===== src/sv/key_auto_repeat_engine_top_assert.svh =====
// Assertion macros shared by the key auto-repeat engine modules.
// Each macro expands to one labeled concurrent assertion on a clock and an active-low reset.
`ifndef KEY_AUTO_REPEAT_ENGINE_TOP_ASSERT_SVH
`define KEY_AUTO_REPEAT_ENGINE_TOP_ASSERT_SVH

// cons must hold in the same cycle as ante
`define KARE_IMPLIES(name, clk, rst_n, ante, cons) \
    name: assert property (@(posedge clk) disable iff (!(rst_n)) (ante) |-> (cons)) \
        else $error("%m: implication check failed");

// cons must hold in the cycle after ante
`define KARE_NEXT(name, clk, rst_n, ante, cons) \
    name: assert property (@(posedge clk) disable iff (!(rst_n)) (ante) |=> (cons)) \
        else $error("%m: next-cycle check failed");

// cond must never hold
`define KARE_NEVER(name, clk, rst_n, cond) \
    name: assert property (@(posedge clk) disable iff (!(rst_n)) !(cond)) \
        else $error("%m: forbidden condition seen");

`endif


===== src/sv/kare_pkg.sv =====
// Shared types and constants of the key auto-repeat engine.
// No dependencies; used by kare_front, kare_back and key_auto_repeat_engine_top.
package kare_pkg;

    localparam int KEY_W       = 8;
    localparam int MOD_W       = 8;
    localparam int DELTA_W     = 12;
    localparam int TIME_W      = 18;
    localparam int CFG_W       = 16;
    localparam int MAX_RESULTS = 16;
    localparam int CNT_W       = 5;
    localparam int IN_DATA_W   = 32;
    localparam int OUT_DATA_W  = 24;
    localparam int CFG_IDX_W   = 2;

    typedef logic [1:0] t_cmd;
    localparam t_cmd CMD_PRESS   = 2'd0;
    localparam t_cmd CMD_RELEASE = 2'd1;
    localparam t_cmd CMD_TICK    = 2'd2;

    localparam logic EV_PRESSED  = 1'b0;
    localparam logic EV_RELEASED = 1'b1;

    localparam logic [CFG_IDX_W-1:0] CFG_IDX_ENABLE = 2'd0;
    localparam logic [CFG_IDX_W-1:0] CFG_IDX_DELAY  = 2'd1;
    localparam logic [CFG_IDX_W-1:0] CFG_IDX_PERIOD = 2'd2;

    localparam logic [CFG_W-1:0] MIN_PERIOD    = 16'd10;
    localparam logic [CFG_W-1:0] RESET_DELAY   = 16'd500;
    localparam logic [CFG_W-1:0] RESET_PERIOD  = 16'd50;
    localparam logic             RESET_ENABLE  = 1'b1;
    localparam logic [TIME_W-1:0] TIME_MIN     = 18'h20000;

    typedef struct packed {
        t_cmd               cmd;
        logic [KEY_W-1:0]   key;
        logic [MOD_W-1:0]   mods;
        logic               is_rep;
        logic [DELTA_W-1:0] delta;
    } t_item;

    typedef struct packed {
        logic             enable;
        logic [CFG_W-1:0] delay;
        logic [CFG_W-1:0] period;
    } t_cfg;

    typedef struct packed {
        logic             kind;
        logic [KEY_W-1:0] key;
        logic [MOD_W-1:0] mods;
        logic             rep;
        logic             full;
    } t_event;

endpackage


===== src/sv/kare_front.sv =====
// Front end: accepts input requests, drops those with no effect, queues the rest.
// Depends on kare_pkg; feeds kare_back through a two-entry queue.
module kare_front #(
    parameter int NUM_KEYS = 128
) (
    input  logic                           i_clk,
    input  logic                           i_rst_n,
    input  logic                           s_axis_tvalid,
    output logic                           s_axis_tready,
    // [7:0] key_code, [15:8] modifier_bits, [16] press_is_repeat,
    // [28:17] tick_delta_ms, [31:29] zero
    input  logic [kare_pkg::IN_DATA_W-1:0] s_axis_tdata,
    // [1:0] command
    input  logic [1:0]                     s_axis_tuser,
    input  logic                           i_repeat_enable,
    output logic                           o_q_valid,
    output kare_pkg::t_item                o_q_item,
    input  logic                           i_q_pop
);

    kare_pkg::t_item w_item;
    logic            w_key_ok;
    logic            w_keep;
    logic            w_push;

    kare_pkg::t_item r_q [2];
    logic            r_wr_ptr;
    logic            r_rd_ptr;
    logic [1:0]      r_cnt;

    always_comb begin
        w_item.cmd    = s_axis_tuser;
        w_item.key    = s_axis_tdata[7:0];
        w_item.mods   = s_axis_tdata[15:8];
        w_item.is_rep = s_axis_tdata[16];
        w_item.delta  = s_axis_tdata[28:17];
        w_key_ok      = {1'b0, w_item.key} < 9'(NUM_KEYS);
        unique case (w_item.cmd)
            kare_pkg::CMD_PRESS:   w_keep = w_key_ok;
            kare_pkg::CMD_RELEASE: w_keep = w_key_ok;
            kare_pkg::CMD_TICK:    w_keep = i_repeat_enable;
            default:               w_keep = 1'b0;
        endcase
    end

    assign s_axis_tready = (r_cnt != 2'd2);
    assign w_push        = s_axis_tvalid && s_axis_tready && w_keep;
    assign o_q_valid     = (r_cnt != 2'd0);
    assign o_q_item      = r_q[r_rd_ptr];

    always_ff @(posedge i_clk) begin
        if (!i_rst_n) begin
            r_wr_ptr <= 1'b0;
            r_rd_ptr <= 1'b0;
            r_cnt    <= 2'd0;
        end else begin
            if (w_push) begin
                r_wr_ptr <= r_wr_ptr + 1'b1;
            end
            if (i_q_pop) begin
                r_rd_ptr <= r_rd_ptr + 1'b1;
            end
            r_cnt <= r_cnt + 2'(w_push) - 2'(i_q_pop);
        end
    end

    always_ff @(posedge i_clk) begin
        if (w_push) begin
            r_q[r_wr_ptr] <= w_item;
        end
    end

endmodule


===== src/sv/kare_back.sv =====
// Back end: walks the held-key table for each queued request and emits events.
// Depends on kare_pkg and key_auto_repeat_engine_top_assert.svh.
`include "key_auto_repeat_engine_top_assert.svh"

module kare_back #(
    parameter int HELD_SLOTS = 16
) (
    input  logic                            i_clk,
    input  logic                            i_rst_n,
    input  kare_pkg::t_cfg                  i_cfg,
    input  logic                            i_q_valid,
    input  kare_pkg::t_item                 i_q_item,
    output logic                            o_q_pop,
    output logic                            m_axis_tvalid,
    input  logic                            m_axis_tready,
    // [7:0] event_key, [15:8] event_modifiers, [16] event_repeat,
    // [17] tracking_full, [23:18] zero
    output logic [kare_pkg::OUT_DATA_W-1:0] m_axis_tdata,
    // [0] event_kind
    output logic                            m_axis_tuser,
    output logic                            m_axis_tlast
);

    localparam int SlotW = (HELD_SLOTS > 1) ? $clog2(HELD_SLOTS) : 1;

    typedef enum logic [3:0] {
        S_IDLE   = 4'b0001,
        S_SCAN   = 4'b0010,
        S_FINISH = 4'b0100,
        S_FLUSH  = 4'b1000
    } t_state;

    t_state                             r_state;
    kare_pkg::t_item                    r_cur;
    logic [kare_pkg::MOD_W-1:0]         r_mods;
    logic [HELD_SLOTS-1:0]              r_valid;
    logic [kare_pkg::KEY_W-1:0]         mem_key  [HELD_SLOTS];
    logic signed [kare_pkg::TIME_W-1:0] mem_time [HELD_SLOTS];
    logic [SlotW-1:0]                   r_addr;
    logic                               r_addr_vld;
    logic                               r_ev_vld;
    logic [SlotW-1:0]                   r_ev_idx;
    logic [kare_pkg::KEY_W-1:0]         r_rd_key;
    logic signed [kare_pkg::TIME_W-1:0] r_rd_time;
    logic                               r_match_vld;
    logic [SlotW-1:0]                   r_match_idx;
    logic                               r_free_vld;
    logic [SlotW-1:0]                   r_free_idx;
    logic                               r_hold_vld;
    kare_pkg::t_event                   r_hold;
    logic [kare_pkg::CNT_W-1:0]         r_emit_cnt;
    logic                               r_out_vld;
    kare_pkg::t_event                   r_out;
    logic                               r_out_last;

    logic                               w_out_free;
    logic                               w_slot_vld;
    logic                               w_is_tick;
    logic signed [kare_pkg::TIME_W:0]   w_diff;
    logic signed [kare_pkg::TIME_W-1:0] w_tsat;
    logic                               w_due;
    logic                               w_fire;
    logic                               w_stall;
    logic                               w_advance;
    logic signed [kare_pkg::TIME_W-1:0] n_time;
    logic                               w_tick_wr;
    logic                               w_push_hold;
    logic                               w_flush_push;
    logic                               w_arm_req;
    logic                               w_arm_ok;
    logic [SlotW-1:0]                   w_arm_idx;
    logic                               w_finish_arm;
    logic                               w_mem_we;
    logic [SlotW-1:0]                   w_mem_widx;
    logic signed [kare_pkg::TIME_W-1:0] w_mem_wtime;
    t_state                             n_state;

    always_comb begin
        w_out_free = !r_out_vld || m_axis_tready;
        w_slot_vld = r_valid[r_ev_idx];
        w_is_tick  = (r_cur.cmd == kare_pkg::CMD_TICK);
        w_diff     = {r_rd_time[kare_pkg::TIME_W-1], r_rd_time}
                   - $signed({7'd0, r_cur.delta});
        // only downward overflow is possible: clamp to the most negative time
        if (w_diff[kare_pkg::TIME_W] != w_diff[kare_pkg::TIME_W-1]) begin
            w_tsat = kare_pkg::TIME_MIN;
        end else begin
            w_tsat = w_diff[kare_pkg::TIME_W-1:0];
        end
        w_due   = w_tsat[kare_pkg::TIME_W-1] || (w_tsat == '0);
        w_fire  = r_ev_vld && w_is_tick && w_slot_vld && w_due
               && (r_emit_cnt < kare_pkg::CNT_W'(kare_pkg::MAX_RESULTS));
        // hold the scan while the previous repeat event cannot leave
        w_stall      = w_fire && r_hold_vld && !w_out_free;
        w_advance    = (r_state == S_SCAN) && !w_stall;
        n_time       = w_fire ? w_tsat + $signed({2'd0, i_cfg.period}) : w_tsat;
        w_tick_wr    = r_ev_vld && w_is_tick && w_slot_vld && w_advance;
        w_push_hold  = w_fire && r_hold_vld && !w_stall;
        w_flush_push = (r_state == S_FLUSH) && r_hold_vld && w_out_free;

        w_arm_req    = i_cfg.enable && !r_cur.is_rep && (r_cur.cmd == kare_pkg::CMD_PRESS);
        w_arm_ok     = r_match_vld || r_free_vld;
        w_arm_idx    = r_match_vld ? r_match_idx : r_free_idx;
        w_finish_arm = (r_state == S_FINISH) && w_arm_req && w_arm_ok;
        w_mem_we     = w_tick_wr || w_finish_arm;
        w_mem_widx   = w_finish_arm ? w_arm_idx : r_ev_idx;
        w_mem_wtime  = w_finish_arm ? $signed({2'd0, i_cfg.delay}) : n_time;
    end

    assign o_q_pop = (r_state == S_IDLE) && i_q_valid;

    always_comb begin
        n_state = r_state;
        unique case (r_state)
            S_IDLE: begin
                if (i_q_valid) begin
                    n_state = S_SCAN;
                end
            end
            S_SCAN: begin
                if (!r_addr_vld && !r_ev_vld) begin
                    n_state = S_FINISH;
                end
            end
            S_FINISH: begin
                n_state = S_FLUSH;
            end
            S_FLUSH: begin
                if (!r_hold_vld || w_out_free) begin
                    n_state = S_IDLE;
                end
            end
            default: begin
                n_state = S_IDLE;
            end
        endcase
    end

    always_ff @(posedge i_clk) begin
        if (!i_rst_n) begin
            r_state     <= S_IDLE;
            r_mods      <= '0;
            r_valid     <= '0;
            r_addr_vld  <= 1'b0;
            r_ev_vld    <= 1'b0;
            r_match_vld <= 1'b0;
            r_free_vld  <= 1'b0;
            r_hold_vld  <= 1'b0;
            r_emit_cnt  <= '0;
        end else begin
            r_state <= n_state;
            if (o_q_pop) begin
                r_addr_vld  <= 1'b1;
                r_ev_vld    <= 1'b0;
                r_match_vld <= 1'b0;
                r_free_vld  <= 1'b0;
                r_hold_vld  <= 1'b0;
                r_emit_cnt  <= '0;
            end
            if (w_advance) begin
                r_ev_vld <= r_addr_vld;
                if (r_addr_vld && (r_addr == SlotW'(HELD_SLOTS - 1))) begin
                    r_addr_vld <= 1'b0;
                end
                if (r_ev_vld && w_slot_vld && (r_rd_key == r_cur.key) && !r_match_vld) begin
                    r_match_vld <= 1'b1;
                end
                if (r_ev_vld && !w_slot_vld && !r_free_vld) begin
                    r_free_vld <= 1'b1;
                end
                if (w_fire) begin
                    r_hold_vld <= 1'b1;
                    r_emit_cnt <= r_emit_cnt + 1'b1;
                end
            end
            if (r_state == S_FINISH) begin
                if (!w_is_tick) begin
                    r_mods     <= r_cur.mods;
                    r_hold_vld <= 1'b1;
                end
                if (w_finish_arm) begin
                    r_valid[w_arm_idx] <= 1'b1;
                end
                if ((r_cur.cmd == kare_pkg::CMD_RELEASE) && r_match_vld) begin
                    r_valid[r_match_idx] <= 1'b0;
                end
            end
            if (w_flush_push) begin
                r_hold_vld <= 1'b0;
            end
        end
    end

    // scan pipeline payload and event holding register
    always_ff @(posedge i_clk) begin
        if (o_q_pop) begin
            r_cur  <= i_q_item;
            r_addr <= '0;
        end
        if (w_advance) begin
            if (r_addr_vld) begin
                r_rd_key  <= mem_key[r_addr];
                r_rd_time <= mem_time[r_addr];
                r_ev_idx  <= r_addr;
                if (r_addr != SlotW'(HELD_SLOTS - 1)) begin
                    r_addr <= r_addr + 1'b1;
                end
            end
            if (r_ev_vld && w_slot_vld && (r_rd_key == r_cur.key) && !r_match_vld) begin
                r_match_idx <= r_ev_idx;
            end
            if (r_ev_vld && !w_slot_vld && !r_free_vld) begin
                r_free_idx <= r_ev_idx;
            end
            if (w_fire) begin
                r_hold.kind <= kare_pkg::EV_PRESSED;
                r_hold.key  <= r_rd_key;
                r_hold.mods <= r_mods;
                r_hold.rep  <= 1'b1;
                r_hold.full <= 1'b0;
            end
        end
        if ((r_state == S_FINISH) && !w_is_tick) begin
            r_hold.kind <= (r_cur.cmd == kare_pkg::CMD_RELEASE) ? kare_pkg::EV_RELEASED
                                                                 : kare_pkg::EV_PRESSED;
            r_hold.key  <= r_cur.key;
            r_hold.mods <= r_cur.mods;
            r_hold.rep  <= (r_cur.cmd == kare_pkg::CMD_PRESS) && r_cur.is_rep;
            r_hold.full <= w_arm_req && !w_arm_ok;
        end
    end

    always_ff @(posedge i_clk) begin
        if (w_mem_we) begin
            mem_time[w_mem_widx] <= w_mem_wtime;
        end
        if (w_finish_arm) begin
            mem_key[w_mem_widx] <= r_cur.key;
        end
    end

    // output register
    always_ff @(posedge i_clk) begin
        if (!i_rst_n) begin
            r_out_vld <= 1'b0;
        end else if (w_push_hold || w_flush_push) begin
            r_out_vld <= 1'b1;
        end else if (m_axis_tready) begin
            r_out_vld <= 1'b0;
        end
    end

    always_ff @(posedge i_clk) begin
        if (w_push_hold || w_flush_push) begin
            r_out      <= r_hold;
            r_out_last <= w_flush_push;
        end
    end

    assign m_axis_tvalid = r_out_vld;
    assign m_axis_tdata  = {6'd0, r_out.full, r_out.rep, r_out.mods, r_out.key};
    assign m_axis_tuser  = r_out.kind;
    assign m_axis_tlast  = r_out_last;

    `KARE_NEVER(a_emit_bound, i_clk, i_rst_n, r_emit_cnt > kare_pkg::CNT_W'(kare_pkg::MAX_RESULTS))
    `KARE_IMPLIES(a_stall_in_scan, i_clk, i_rst_n, w_stall, r_hold_vld && (r_state == S_SCAN))
    `KARE_NEXT(a_key_event, i_clk, i_rst_n, (r_state == S_FINISH) && !w_is_tick, r_hold_vld)
    `KARE_IMPLIES(a_pop_clean, i_clk, i_rst_n, o_q_pop, !r_ev_vld && !r_addr_vld && !r_hold_vld)

endmodule


===== src/sv/key_auto_repeat_engine_top.sv =====
// Top level of the key auto-repeat engine: configuration registers and the
// front/back pair. Depends on kare_pkg, kare_front and kare_back.
//
// Key auto-repeat engine. Requests on the s_axis side are key presses, key
// releases and time ticks (command in tuser); results on the m_axis side are
// pressed/released events (kind in tuser), tlast marking the last event of a
// request. Presses and releases of keys at or above NUM_KEYS, the unused
// command and ticks while repeat is disabled are dropped at the input and give
// no result. Every other request walks the held-key table, one slot per cycle
// through a table memory with one read and one write port. In the back end it
// is popped from the queue, scans the table, updates the table and hands off
// its last event. A tick that fires repeats also waits whenever the output
// register is not drained, and every request waits at its last event until
// the output register frees. A two-entry request queue lets the input side
// keep accepting while the back end works. The table's valid bits clear at
// reset, so no clearing pass runs. Write configuration only while no
// request is in flight.
module key_auto_repeat_engine_top #(
    parameter int NUM_KEYS   = 128,
    parameter int HELD_SLOTS = 16
) (
    input  logic                            i_clk,
    input  logic                            i_rst_n,
    input  logic                            s_axis_tvalid,
    output logic                            s_axis_tready,
    // [7:0] key_code, [15:8] modifier_bits, [16] press_is_repeat,
    // [28:17] tick_delta_ms, [31:29] zero
    input  logic [kare_pkg::IN_DATA_W-1:0]  s_axis_tdata,
    // [1:0] command
    input  logic [1:0]                      s_axis_tuser,
    output logic                            m_axis_tvalid,
    input  logic                            m_axis_tready,
    // [7:0] event_key, [15:8] event_modifiers, [16] event_repeat,
    // [17] tracking_full, [23:18] zero
    output logic [kare_pkg::OUT_DATA_W-1:0] m_axis_tdata,
    // [0] event_kind
    output logic                            m_axis_tuser,
    output logic                            m_axis_tlast,
    input  logic                            i_cfg_wr_en,
    input  logic [kare_pkg::CFG_IDX_W-1:0]  i_cfg_index,
    input  logic [kare_pkg::CFG_W-1:0]      i_cfg_wdata
);

    kare_pkg::t_cfg  r_cfg;
    logic            w_q_valid;
    kare_pkg::t_item w_q_item;
    logic            w_q_pop;

    always_ff @(posedge i_clk) begin
        if (!i_rst_n) begin
            r_cfg.enable <= kare_pkg::RESET_ENABLE;
            r_cfg.delay  <= kare_pkg::RESET_DELAY;
            r_cfg.period <= kare_pkg::RESET_PERIOD;
        end else if (i_cfg_wr_en) begin
            unique case (i_cfg_index)
                kare_pkg::CFG_IDX_ENABLE: r_cfg.enable <= i_cfg_wdata[0];
                kare_pkg::CFG_IDX_DELAY:  r_cfg.delay  <= i_cfg_wdata;
                kare_pkg::CFG_IDX_PERIOD: begin
                    // clamp short periods to the minimum
                    r_cfg.period <= (i_cfg_wdata < kare_pkg::MIN_PERIOD) ? kare_pkg::MIN_PERIOD
                                                                        : i_cfg_wdata;
                end
                default: begin
                    r_cfg <= r_cfg;
                end
            endcase
        end
    end

    kare_front #(
        .NUM_KEYS (NUM_KEYS)
    ) u_front (
        .i_clk           (i_clk),
        .i_rst_n         (i_rst_n),
        .s_axis_tvalid   (s_axis_tvalid),
        .s_axis_tready   (s_axis_tready),
        .s_axis_tdata    (s_axis_tdata),
        .s_axis_tuser    (s_axis_tuser),
        .i_repeat_enable (r_cfg.enable),
        .o_q_valid       (w_q_valid),
        .o_q_item        (w_q_item),
        .i_q_pop         (w_q_pop)
    );

    kare_back #(
        .HELD_SLOTS (HELD_SLOTS)
    ) u_back (
        .i_clk         (i_clk),
        .i_rst_n       (i_rst_n),
        .i_cfg         (r_cfg),
        .i_q_valid     (w_q_valid),
        .i_q_item      (w_q_item),
        .o_q_pop       (w_q_pop),
        .m_axis_tvalid (m_axis_tvalid),
        .m_axis_tready (m_axis_tready),
        .m_axis_tdata  (m_axis_tdata),
        .m_axis_tuser  (m_axis_tuser),
        .m_axis_tlast  (m_axis_tlast)
    );

endmodule

===== config.mk =====
export PLATFORM = sky130hd
export DESIGN_NAME = key_auto_repeat_engine_top
export DESIGN_NICKNAME = d
export VERILOG_FILES = /design/src/sv/kare_pkg.sv /design/src/sv/kare_front.sv /design/src/sv/kare_back.sv /design/src/sv/key_auto_repeat_engine_top.sv
export VERILOG_INCLUDE_DIRS = /design/src /design/src/sv
export SDC_FILE = /design/constraint.sdc
export NUM_CORES = 1
export LEC_CHECK = 0
export ABC_CLOCK_PERIOD_IN_PS = 6520
export BUFFER_PORTS_ARGS = -buffer_cell sky130_fd_sc_hd__buf_2
export CORE_ASPECT_RATIO = 0.9
export CORE_MARGIN = 4
export CORE_UTILIZATION = 60
export CTS_CLUSTER_DIAMETER = 80
export DETAILED_ROUTE_END_ITERATION = 8
export MAX_ROUTING_LAYER = met4
export PLACE_DENSITY_LB_ADDON = 0.05
export SLEW_MARGIN = 20
export SYNTH_ARGS = -nofsm -noshare
export SYNTH_HDL_FRONTEND = slang
export SYNTH_SLANG_ARGS = --single-unit
export TNS_END_PERCENT = 10

===== constraint.sdc =====
create_clock -name i_clk -period 6.52 [get_ports i_clk]
set_input_delay 0.326 -clock i_clk [delete_from_list [all_inputs] [get_ports i_clk]]
set_output_delay 0.326 -clock i_clk [all_outputs]
set_load 0.005 [all_outputs]

==> flow_summary.ini, run 1 <==
[detailed_routing]
drc_errors = 0
routed-via-count = 14410
wl_per_cell_um = 24.24
drt-pass1-iter-count = 5
routed_wirelength_um = 57930
detail-route-antenna-nets = 0
via_per_inst = 6.030
drt_iter0_markers = 1272

[timing]
clock_skew_ns = 0.01859
report.final.setup_viol = 0
slew_headroom_pct = 22.94
fin_crit_sh_pct = 90.64
final_setup_slack_of_the_worst_path_ns = 0.6103
report.final.slew_viol_count = 0
finalSetupTns_ns = 0
worst-slew-pin-transition_ns = 1.152
setup_repair_after_global_routing_missed_its_margin = false
final-hold-violation-count = 0
tmin_final_ns = 5.910
achievable-frequency_ghz = 0.1692

[worst_setup_path]
timing.setup.critical_path_class = flop to flop
crit-reg2reg-launch = u_back.r_cur[0]
start_kind = flop
timing.critical_path.fanout_max = 16
worstPathRequired_ns = 6.76
setup.worst_path.end_class = flop
start_point_of_the_critical_path = u_back.r_cur[0]
worst_r2r_path_depth = 22
cp.arrival_ns = 6.15

[pwr]
ir_drop_uv = 303.6
power-per-cell-area_nw_per_um2 = 350.6
leakage_dissipation_nw = 10.18

[cts]
cts.sinks = 666
clock_insertion_delay_worst_skew_ns = 0.59
tritoncts = done
clkSlewWorstSetupHoldPaths_ns = 0.06
root_buffer = sky130_fd_sc_hd__clkbuf_16
cts.path.max_buffers = 3
inserted_clock_buffers = 66
h_tree_level_count = 3

[global_routing]
via_count_of_the_first_global_routing_pass = 14640
gr-usage-all-layers_pct = 25.17
grt_max_degree = 81
global_route_wire_length_before_repair_um = 88950
grt_antenna_before_repair = 0
gr-total-overflow = 0

[synthesis]
synthesis.instances = 1565
asyncSetResetFlopFracSynth_pct = 0
register_bit_count_reported_by_yosys = 666
synth_area_um2 = 27180
synth_enable_flop_cells = 586
seq_area_frac_synth_pct = 70.63
synth.distinct_cells = 74
ys_dominant_reg_cell = sky130_fd_sc_hd__edfxtp_1
post_synth_main_area_contributors = sky130_fd_sc_hd__edfxtp_1, sky130_fd_sc_hd__mux4_2, sky130_fd_sc_hd__dfxtp_1
yosys.area.top_type_share_pct = 64.74
synth_area_per_cell_um2 = 17.37
netlist_top_cells_count = sky130_fd_sc_hd__edfxtp_1, sky130_fd_sc_hd__mux4_2, sky130_fd_sc_hd__nand2_1
most_frequent_cell_after_synthesis = sky130_fd_sc_hd__edfxtp_1
synth-warning-count = 0
yosysTopAreaCell = sky130_fd_sc_hd__edfxtp_1

[place]
buffer_ports.inserted = 75
routabilityCongestion = 0.9041
dp_worst_setup_slack_ns = 0.6972
dpl.hpwl_um = 34790

[finish]
layout-drive-gt1-share_pct = 25.81
synthToLayoutAreaGrowth_pct = 14.19
design.final.nets = 1832
antennaDiodeCount = 0

[die]
initial_utilization_pct = 61.11
io_pins = 85
floorplan.die_area_um2 = 48780
floorplan.core_area_um2 = 44480
dieHeight_um = 209.9
die_x_um = 232.4
num_rows = 73

[hold_path]
hold_path_depth = 3
hp-class = input pin to flop
holdCritStartpoint = i_cfg_wdata[2]

[flow_run]
max_cap_violations = 0

[status]
status = finished clean
-- cells by family after synthesis --
| logic type | share of synthesized area (%) |
|---|---|
| AOI/OAI and AO/OA | 4.856 |
| muxes | 13.85 |
| other | 0.01380 |
| and+or+nand+nor | 6.016 |
| DFF | 70.63 |
| buffers and inverters | 1.781 |
| xor gates and xnor gates | 1.192 |
| adders and majority gates | 1.666 |
-- timing repair --
item / 4_1_cts / 5_1_grt
resized for setup: 0 / 0
hold endpoints to repair: 86 / 0
setup buffers: 0 / 0
hold buffers: 44 / 0
-- cell type report --
cell class | count | area (um^2)
clock buffer | 84 | 1792
clock inverter | 34 | 269.0
fill | 2899 | 13440
inverter | 42 | 157.7
multi-input combinational | 791 | 7629
sequential | 666 | 19210
tap | 600 | 750.7
timing repair buffer | 173 | 1234
-- flip-flops by register name, summed over array words and instances, names as in the netlist, 2 cells and up --
name	cells
u_back.r_mods	8
u_back.r_hold	19
u_back.r_emit_cnt	5
u_back.r_valid	16
u_back.mem_key	128
u_front.r_cnt	2
u_back.r_free_idx	4
u_back.mem_time	288
u_front.r_q	62
u_back.r_match_idx	4
u_back.r_rd_time	18
u_back.m_axis_tdata	18
u_back.r_cur	31
u_back.r_ev_idx	4
u_back.r_addr	4
u_back.r_rd_key	8
r_cfg	33
u_back.r_state	4
-- metal layers --
metal	up-vias	wire (um)	track usage (%)
met5	-	0	-
met4	0	974	5.359
met3	75	3342	4.207
met2	443	29610	40.59
met1	7359	24000	34.68
li1	6534	-	-
-- cells in the final DEF (no fill, tap or decap), types with 9 or more instances in the layout --
cell type / instances
sky130_fd_sc_hd__o21a_1: 12
sky130_fd_sc_hd__nand2_1: 104
sky130_fd_sc_hd__dlygate4sd3_1: 44
sky130_fd_sc_hd__clkinv_1: 9
sky130_fd_sc_hd__o221a_2: 15
sky130_fd_sc_hd__inv_1: 42
sky130_fd_sc_hd__o21ai_0: 19
sky130_fd_sc_hd__mux4_2: 135
sky130_fd_sc_hd__buf_4: 53
sky130_fd_sc_hd__a21oi_1: 40
sky130_fd_sc_hd__dfxtp_1: 77
sky130_fd_sc_hd__a21boi_0: 24
sky130_fd_sc_hd__mux2_2: 48
sky130_fd_sc_hd__xnor2_1: 25
sky130_fd_sc_hd__nor3_1: 18
sky130_fd_sc_hd__nor3_2: 11
sky130_fd_sc_hd__clkinv_2: 11
sky130_fd_sc_hd__mux2i_1: 16
sky130_fd_sc_hd__and2_1: 20
sky130_fd_sc_hd__xor2_1: 12
sky130_fd_sc_hd__nor2_1: 81
sky130_fd_sc_hd__ha_1: 33
sky130_fd_sc_hd__clkbuf_1: 13
sky130_fd_sc_hd__and3_1: 10
sky130_fd_sc_hd__edfxtp_1: 586
sky130_fd_sc_hd__nand3_1: 23
sky130_fd_sc_hd__clkbuf_16: 68
sky130_fd_sc_hd__buf_2: 75
-- through the flow --
step	cell area, um^2	utilization, %	instances	power [W]	hold WS (ns)
after CTS	31040	69.77	2390	0.01098	0.002404
after detailed placement	28530	64.15	2228	0.007359	0.4063
final	31040	69.78	2390	0.01088	0.02947
after global routing	31040	69.78	2390	0.01138	0.007029
after floorplan	27200	-	1570	0.006710	0.4003
after global placement	28520	64.12	2228	0.007301	0.4007
-- worst paths after layout --
path | to | slack, ns
setup / recovery | u_back.mem_time[3][16] | 0.61
hold / removal | r_cfg[18] | 0.03
setup reg to reg | u_back.mem_time[3][16] | 0.61
hold reg to reg | u_back.m_axis_tdata[2] | 0.42
-- worst max-delay path, cell delays in order, from the launching register on --
cell and delay [ns]:
sky130_fd_sc_hd__edfxtp_1 0.36, sky130_fd_sc_hd__ha_1 0.22, sky130_fd_sc_hd__fa_1 0.41, sky130_fd_sc_hd__nand2b_1 0.22
sky130_fd_sc_hd__a21oi_1 0.23, sky130_fd_sc_hd__o211a_1 0.23, sky130_fd_sc_hd__nor2_1 0.07, sky130_fd_sc_hd__a21oi_1 0.13
sky130_fd_sc_hd__ha_1 0.33, sky130_fd_sc_hd__nor2_1 0.22, sky130_fd_sc_hd__ha_1 0.23, sky130_fd_sc_hd__inv_1 0.06
sky130_fd_sc_hd__fa_1 0.40, sky130_fd_sc_hd__nor2b_1 0.11, sky130_fd_sc_hd__o21ai_0 0.10, sky130_fd_sc_hd__a21boi_0 0.33
sky130_fd_sc_hd__o41ai_1 0.18, sky130_fd_sc_hd__o2111ai_1 0.25, sky130_fd_sc_hd__o211ai_1 0.17, sky130_fd_sc_hd__o21ai_0 0.34
sky130_fd_sc_hd__nand3_1 0.12, sky130_fd_sc_hd__a21boi_1 0.25, sky130_fd_sc_hd__mux2_1 0.58
-- power breakdown --
part | internal, W | switching, W
sequential | 0.00516 | 0.000222
clock | 0.00204 | 0.00156
combinational | 0.000838 | 0.00106
(Power assumes the default switching activity.)
==> run 2: changes to the inputs <==
Settings changed: PLACE_DENSITY set to 0.76, PLACE_DENSITY_LB_ADDON 0.05 to not set.
==> run 2 against run 1 <==
Against the previous run: critical path depth unchanged; cell area increased by 0.23%; sequential power about the same; clock power increased by 3%; worst setup slack got worse by 0.078 ns; first-iteration DRC count increased by 29%; non-clock buffer count increased by 1; flip-flop and latch count unchanged; utilization increased by 0.16 points; clock-buffer cell count decreased by 9; fmax decreased by 1.3%; largest power group unchanged; highest routed layer unchanged.
==> flow_summary.ini, run 2 (synthesized netlist as in run 1, its figures left out) <==
[finish]
design.final.nets = 1828
largest-register = u_back.mem_time
most_frequent_cells_in_the_layout = sky130_fd_sc_hd__edfxtp_1, sky130_fd_sc_hd__mux4_2, sky130_fd_sc_hd__nand2_1
total_area_of_multi_input_combinational_cells_um2 = 7646
layout-drive-gt1-share_pct = 25.97
largest_register_ff_count = 288
fillerInstances = 2711
regArea_um2 = 19210
largest_regs = u_back.mem_time: 288 flops, u_back.mem_key: 128 flops, u_front.r_q: 62 flops
leading_cell_type_in_the_layout_fill_and_taps_excluded = sky130_fd_sc_hd__edfxtp_1
synthToLayoutAreaGrowth_pct = 14.45

[detailed_routing]
via_per_inst = 6.273
met2_wire_length_um = 31260
routedLengthMet1_um = 23980
wl_met3_um = 4032
dr.max_layer_used = met4
drt-pass1-iter-count = 5
routed_wirelength_um = 60560
detail-route-antenna-nets = 0
drc_errors = 0
drt_iter0_markers = 1635
routed-via-count = 14980
wl_per_cell_um = 25.36

[timing]
fin_crit_sh_pct = 91.84
slew_headroom_pct = 21.38
finalSetupTns_ns = 0
achievable-frequency_ghz = 0.1670
report.final.slew_viol_count = 0
final-hold-violation-count = 0
worst-slew-pin-transition_ns = 1.175
final.hold.worst_slack_ns = 0.06537
report.final.setup_viol = 0
tmin_final_ns = 5.988
clock_skew_ns = 0.02122
setup_repair_after_global_routing_missed_its_margin = false

[hold_path]
holdCritStartpoint = s_axis_tvalid
whs_endpoint = u_front.r_wr_ptr
hp-class = input pin to flop
hold_path_depth = 3

[global_routing]
grt_max_degree = 81
grt_antenna_before_repair = 0
via_count_of_the_first_global_routing_pass = 15020
gr-usage-all-layers_pct = 25.90
gr-total-overflow = 0
global_route_wire_length_before_repair_um = 91630

[place]
routabilityCongestion = 0.9199
dpl.hpwl_um = 35410
buffer_ports.inserted = 75

[worst_setup_path]
cp.arrival_ns = 6.27
r2r_setup_slack_ns = 0.53
setup.worst_path.end_class = flop
worstPathRequired_ns = 6.80
crit-reg2reg-launch = u_back.r_rd_time[4]
regToRegEndpoint = u_back.mem_time[3][16]
start_kind = flop
timing.critical_path.fanout_max = 16
worst_r2r_path_depth = 22
timing.setup.critical_path_class = flop to flop

[die]
num_rows = 73
die_x_um = 232.4
dieHeight_um = 209.9
floorplan.core_area_um2 = 44480
io_pins = 85
floorplan.die_area_um2 = 48780
initial_utilization_pct = 61.11

[cts]
clock_insertion_delay_worst_skew_ns = 0.63
root_buffer = sky130_fd_sc_hd__clkbuf_16
tritoncts = done
inserted_clock_buffers = 61
cts.path.max_buffers = 3
post_cts.repair.setup_buffers = 0
post_cts.resized_instances = 0
h_tree_level_count = 2
clkSlewWorstSetupHoldPaths_ns = 0.07
cts.sinks = 666

[pwr]
ir_drop_uv = 256.4
power-per-cell-area_nw_per_um2 = 353.3
leakage_dissipation_nw = 10.19

[status]
status = finished clean

[flow_run]
max_cap_violations = 0
-- run 2: changes by cell type in the layout (fill, tap and decap cells not counted), moves of 4 or more --
cell / previous run / this run
sky130_fd_sc_hd__clkbuf_1: 13 / 9
sky130_fd_sc_hd__nor2_2: 7 / 14
sky130_fd_sc_hd__bufinv_16: 2 / 10
sky130_fd_sc_hd__clkbuf_16: 68 / 62
sky130_fd_sc_hd__clkinv_1: 9 / 14
sky130_fd_sc_hd__nor2_1: 81 / 75
-- run 2: cell type report --
class	instances	share of cell area, %
Sequential cell	666	61.74
Multi-Input combinational cell	791	24.58
Clock buffer	75	5.273
Timing Repair Buffer	174	3.974
Tap cell	600	2.413
Clock inverter	39	1.508
Inverter	42	0.5068
Antenna cell	1	0.008044
-- run 2: critical path: stages (launching register included) --
cell	delay [ns]
sky130_fd_sc_hd__edfxtp_1	0.37
sky130_fd_sc_hd__ha_1	0.40
sky130_fd_sc_hd__nand2_1	0.09
sky130_fd_sc_hd__a211o_1	0.29
sky130_fd_sc_hd__a211oi_1	0.43
sky130_fd_sc_hd__nor2_1	0.08
sky130_fd_sc_hd__nand2_1	0.08
sky130_fd_sc_hd__xor2_1	0.18
sky130_fd_sc_hd__ha_1	0.36
sky130_fd_sc_hd__nor2_1	0.20
sky130_fd_sc_hd__ha_1	0.23
sky130_fd_sc_hd__inv_1	0.06
sky130_fd_sc_hd__fa_1	0.41
sky130_fd_sc_hd__nor2b_1	0.13
sky130_fd_sc_hd__o21ai_0	0.11
sky130_fd_sc_hd__a21boi_0	0.32
sky130_fd_sc_hd__o41ai_1	0.17
sky130_fd_sc_hd__o2111ai_1	0.27
sky130_fd_sc_hd__o211ai_1	0.20
sky130_fd_sc_hd__o21ai_0	0.32
sky130_fd_sc_hd__nand3_1	0.14
sky130_fd_sc_hd__a21boi_1	0.23
sky130_fd_sc_hd__mux2_1	0.58
-- run 2: per-stage QoR --
step	total power (W)	std cells	cell area [um^2]	worst slack, ns	utilization [%]
floorplan	0.006710	1570	27200	1.103	-
global placement	0.007242	2226	28490	0.5346	64.05
global route	0.01143	2387	31110	0.1401	69.93
CTS	0.01103	2387	31070	0.3304	69.85
finish	0.01099	2388	31110	0.5319	69.94
detailed placement	0.007322	2226	28490	0.3552	64.05
-- run 2: metal layers --
layer  up-vias  track usage (%)
li1       6527                -
met5         -                -
met3        83            3.203
met1      7731            35.08
met2       639            42.84
met4         0            6.389
-- run 2: worst max path at each step --
| stage | from | endpoint | slack, ns | cells after the start |
|---|---|---|---|---|
| 6_report | u_back.r_rd_time[4] | u_back.mem_time[3][16] | 0.53 | 22 |
| 5_1_grt | u_back.r_cur[4] | u_back.mem_time[1][16] | 0.14 | 23 |
| 4_1_cts | u_back.r_cur[0] | u_back.mem_time[10][15] | 0.33 | 20 |
| 3_5_place_dp | u_back.r_rd_time[0] | u_back.mem_time[3][15] | 0.36 | 21 |
| 3_3_place_gp | u_back.r_rd_time[4] | u_back.mem_time[0][15] | 0.53 | 20 |
| 2_1_floorplan | u_back.r_rd_time[4] | u_back.mem_time[0][17] | 1.10 | 21 |
-- run 2: repair_timing --
item | CTS | global route
hold buffers | 47 | 0
endpoints found under the hold margin | 95 | 0
endpoints found under the setup margin | 0 | 0
-- run 2: power by group --
| group | switching [W] | total [W] | internal (W) |
|---|---|---|---|
| clock | 0.00153 | 0.00372 | 0.00218 |
| combinational | 0.00108 | 0.00191 | 0.000829 |
| sequential | 0.000207 | 0.00536 | 0.00516 |
==> run 3: changes to the inputs <==
Settings changed: ABC_AREA set to 1, ABC_CLOCK_PERIOD_IN_PS 6520 to 5800.
Clock period 6.52 ns to 5.8 ns, I/O delays scaled along.
==> run 3 against run 2 <==
Against the previous run: cell area up 2.2%; hold slack got worse by 0.020 ns; largest cell class unchanged; non-clock buffer count shrank 4; highest routed layer unchanged; die area up 3.5%; sequential share of layout area decreased by 1.3 points; critical path depth rose by 3; first-iteration DRC count is 31% higher; wire length is 13% higher; combinational power increased by 19%.
==> flow_summary.ini, run 3 <==
[finish]
largest-register = u_back.mem_time
fillerInstances = 3263
leading_cell_type_in_the_layout_fill_and_taps_excluded = sky130_fd_sc_hd__edfxtp_1
layout-drive-gt1-share_pct = 11.57
largest_regs = u_back.mem_time: 288 flops, u_back.mem_key: 128 flops, u_front.r_q: 62 flops
synthToLayoutAreaGrowth_pct = 12.95
largest_register_ff_count = 288
most_frequent_cells_in_the_layout = sky130_fd_sc_hd__edfxtp_1, sky130_fd_sc_hd__nand2_1, sky130_fd_sc_hd__nor2_1
design.final.nets = 2593

[die]
floorplan.die_area_um2 = 50460
initial_utilization_pct = 60.49
io_pins = 85
die_x_um = 236.3
dieHeight_um = 213.5
floorplan.core_area_um2 = 46540
num_rows = 75

[timing]
achievable-frequency_ghz = 0.1910
slew_headroom_pct = 29.76
finalSetupTns_ns = 0
worst-slew-pin-transition_ns = 1.054
final_setup_slack_of_the_worst_path_ns = 0.5653
report.final.setup_viol = 0
report.final.slew_viol_count = 0
final-hold-violation-count = 0
setup_repair_after_global_routing_missed_its_margin = false
clock_skew_ns = 0.01590
tmin_final_ns = 5.235
fin_crit_sh_pct = 90.25

[worst_setup_path]
cp_slowest_cell = sky130_fd_sc_hd__fa_1
r2r_setup_slack_ns = 0.57
worst_path_most_repeated_cell = sky130_fd_sc_hd__nand2_1
timing.setup.critical_path_class = flop to flop
setup.worst_path.end_class = flop
start_kind = flop
crit-reg2reg-launch = u_back.r_rd_time[6]
cp.arrival_ns = 5.44
crit_path_max_incr_delay_ns = 0.44
timing.critical_path.fanout_max = 16
worst_r2r_path_depth = 25
worstPathRequired_ns = 6.01
regToRegEndpoint = u_back.mem_time[5][14]

[cts]
tritoncts = done
post_cts.repair.setup_buffers = 0
clkSlewWorstSetupHoldPaths_ns = 0.06
cts.path.max_buffers = 3
inserted_clock_buffers = 67
clock_insertion_delay_worst_skew_ns = 0.60
root_buffer = sky130_fd_sc_hd__clkbuf_16
cts.sinks = 666
h_tree_level_count = 3

[hold_path]
hold_path_depth = 3
hp-class = input pin to flop
whs_endpoint = r_cfg[32]
holdCritStartpoint = i_cfg_wr_en

[synthesis]
most_frequent_cell_after_synthesis = sky130_fd_sc_hd__edfxtp_1
seq_area_frac_synth_pct = 68.18
yosys.area.top_type_share_pct = 62.50
asyncSetResetFlopFracSynth_pct = 0
ys_dominant_reg_cell = sky130_fd_sc_hd__edfxtp_1
synth-warning-count = 0
synth.distinct_cells = 59
register_bit_count_reported_by_yosys = 666
post_synth_main_area_contributors = sky130_fd_sc_hd__edfxtp_1, sky130_fd_sc_hd__dfxtp_1, sky130_fd_sc_hd__nand2_1
netlist_top_cells_count = sky130_fd_sc_hd__edfxtp_1, sky130_fd_sc_hd__nand2_1, sky130_fd_sc_hd__nor2_1
synth_enable_flop_cells = 586
synth_area_per_cell_um2 = 11.85
synthesis.instances = 2376
synth_area_um2 = 28160
yosysTopAreaCell = sky130_fd_sc_hd__edfxtp_1

[detailed_routing]
drc_errors = 0
detail-route-antenna-nets = 0
via_per_inst = 6.008
routed-via-count = 19020
drt-pass1-iter-count = 6
routed_wirelength_um = 68300
wl_per_cell_um = 21.57
drt_iter0_markers = 2150

[place]
buffer_ports.inserted = 75
dp_worst_setup_slack_ns = 0.5204
routabilityCongestion = 0.8824
dpl.hpwl_um = 40540

[pwr]
power-per-cell-area_nw_per_um2 = 394.3
ir_drop_uv = 326.3
leakage_dissipation_nw = 11.42

[global_routing]
global_route_wire_length_before_repair_um = 105400
grt_max_degree = 145
via_count_of_the_first_global_routing_pass = 18690
grt_antenna_before_repair = 1
gr-usage-all-layers_pct = 27.77
gr-total-overflow = 0

[flow_run]
max_cap_violations = 0

[status]
status = finished clean
-- run 3: final cells by class --
type,count,area (um^2),area share [%]
Antenna cell,1,2.502,0.007868
Clock buffer,85,1808,5.685
Clock inverter,32,265.3,0.8340
Inverter,173,658.1,2.069
Multi-Input combinational cell,1423,7849,24.68
Sequential cell,666,19210,60.39
Tap cell,616,770.7,2.423
Timing Repair Buffer,170,1244,3.910
-- run 3: metrics by stage --
stage	power, W	hold slack (ns)	instances	util [%]	cell area, um^2
floorplan	0.007667	0.3889	2381	-	28180
global placement	0.008354	0.4059	3001	62.85	29250
detailed placement	0.008441	0.4045	3001	62.85	29250
CTS	0.01256	0.01039	3165	68.31	31800
global route	0.01310	0.05483	3166	68.33	31800
finish	0.01254	0.04543	3166	68.33	31800
-- run 3: cells by family after synthesis --
group	after synthesis	synth area share [%]
other	1	0.01332
AND/OR/NAND/NOR	826	12.46
flip-flops	666	68.18
multiplexers	79	2.808
adder cells (fa/ha/maj)	35	1.609
buffers and inverters	292	4.146
AO/OA/AOI/OAI	457	10.15
XOR/XNOR	20	0.6221
-- run 3: timing repair --
item | CTS | global route
gates resized for setup | 0 | 1
endpoints found under the hold margin | 91 | 0
hold buffers | 47 | 0
setup endpoints to repair | 0 | 16
-- run 3: routing by layer --
layer  wire (um)  share of wire (%)  GRT usage (%)  up-vias
li1            -                  -              -     8807
met1       28000                 41          37.22     9249
met2       33400                 49          44.53      811
met3        4881                7.1          4.694      155
met4        2021                3.0          8.575        0
met5           0                  0              -        -
-- run 3: worst max-delay path: cells and delay by family (launching register included) --
family                     cells  cell delay [ns]
adders and majority gates      4             1.41
and+or+nand+nor               12             1.39
xor gates and xnor gates       1             0.17
DFF                            1             0.43
buffers and inverters          2             0.13
AOI/OAI and AO/OA              6             1.34
-- run 3: how the worst max path moves through the flow --
stage	depth (start not counted)	slack, ns	start	to
6_report	25	0.57	u_back.r_rd_time[6]	u_back.mem_time[5][14]
5_1_grt	25	0.09	u_back.r_rd_time[4]	u_back.mem_time[4][14]
4_1_cts	25	0.49	u_back.r_rd_time[7]	u_back.mem_time[4][14]
3_5_place_dp	25	0.52	u_back.r_rd_time[6]	u_back.mem_time[0][14]
3_3_place_gp	25	0.68	u_back.r_rd_time[7]	u_back.mem_time[0][14]
2_1_floorplan	23	1.37	u_back.r_rd_time[7]	u_back.mem_time[0][12]
-- run 3: where the power goes --
part / internal, W / total, W / leakage [nW] / switching (W)
Combinational: 0.000700 / 0.00227 / 4.41 / 0.00157
Sequential: 0.00586 / 0.00615 / 6.00 / 0.000280
Clock: 0.00238 / 0.00412 / 1.01 / 0.00174
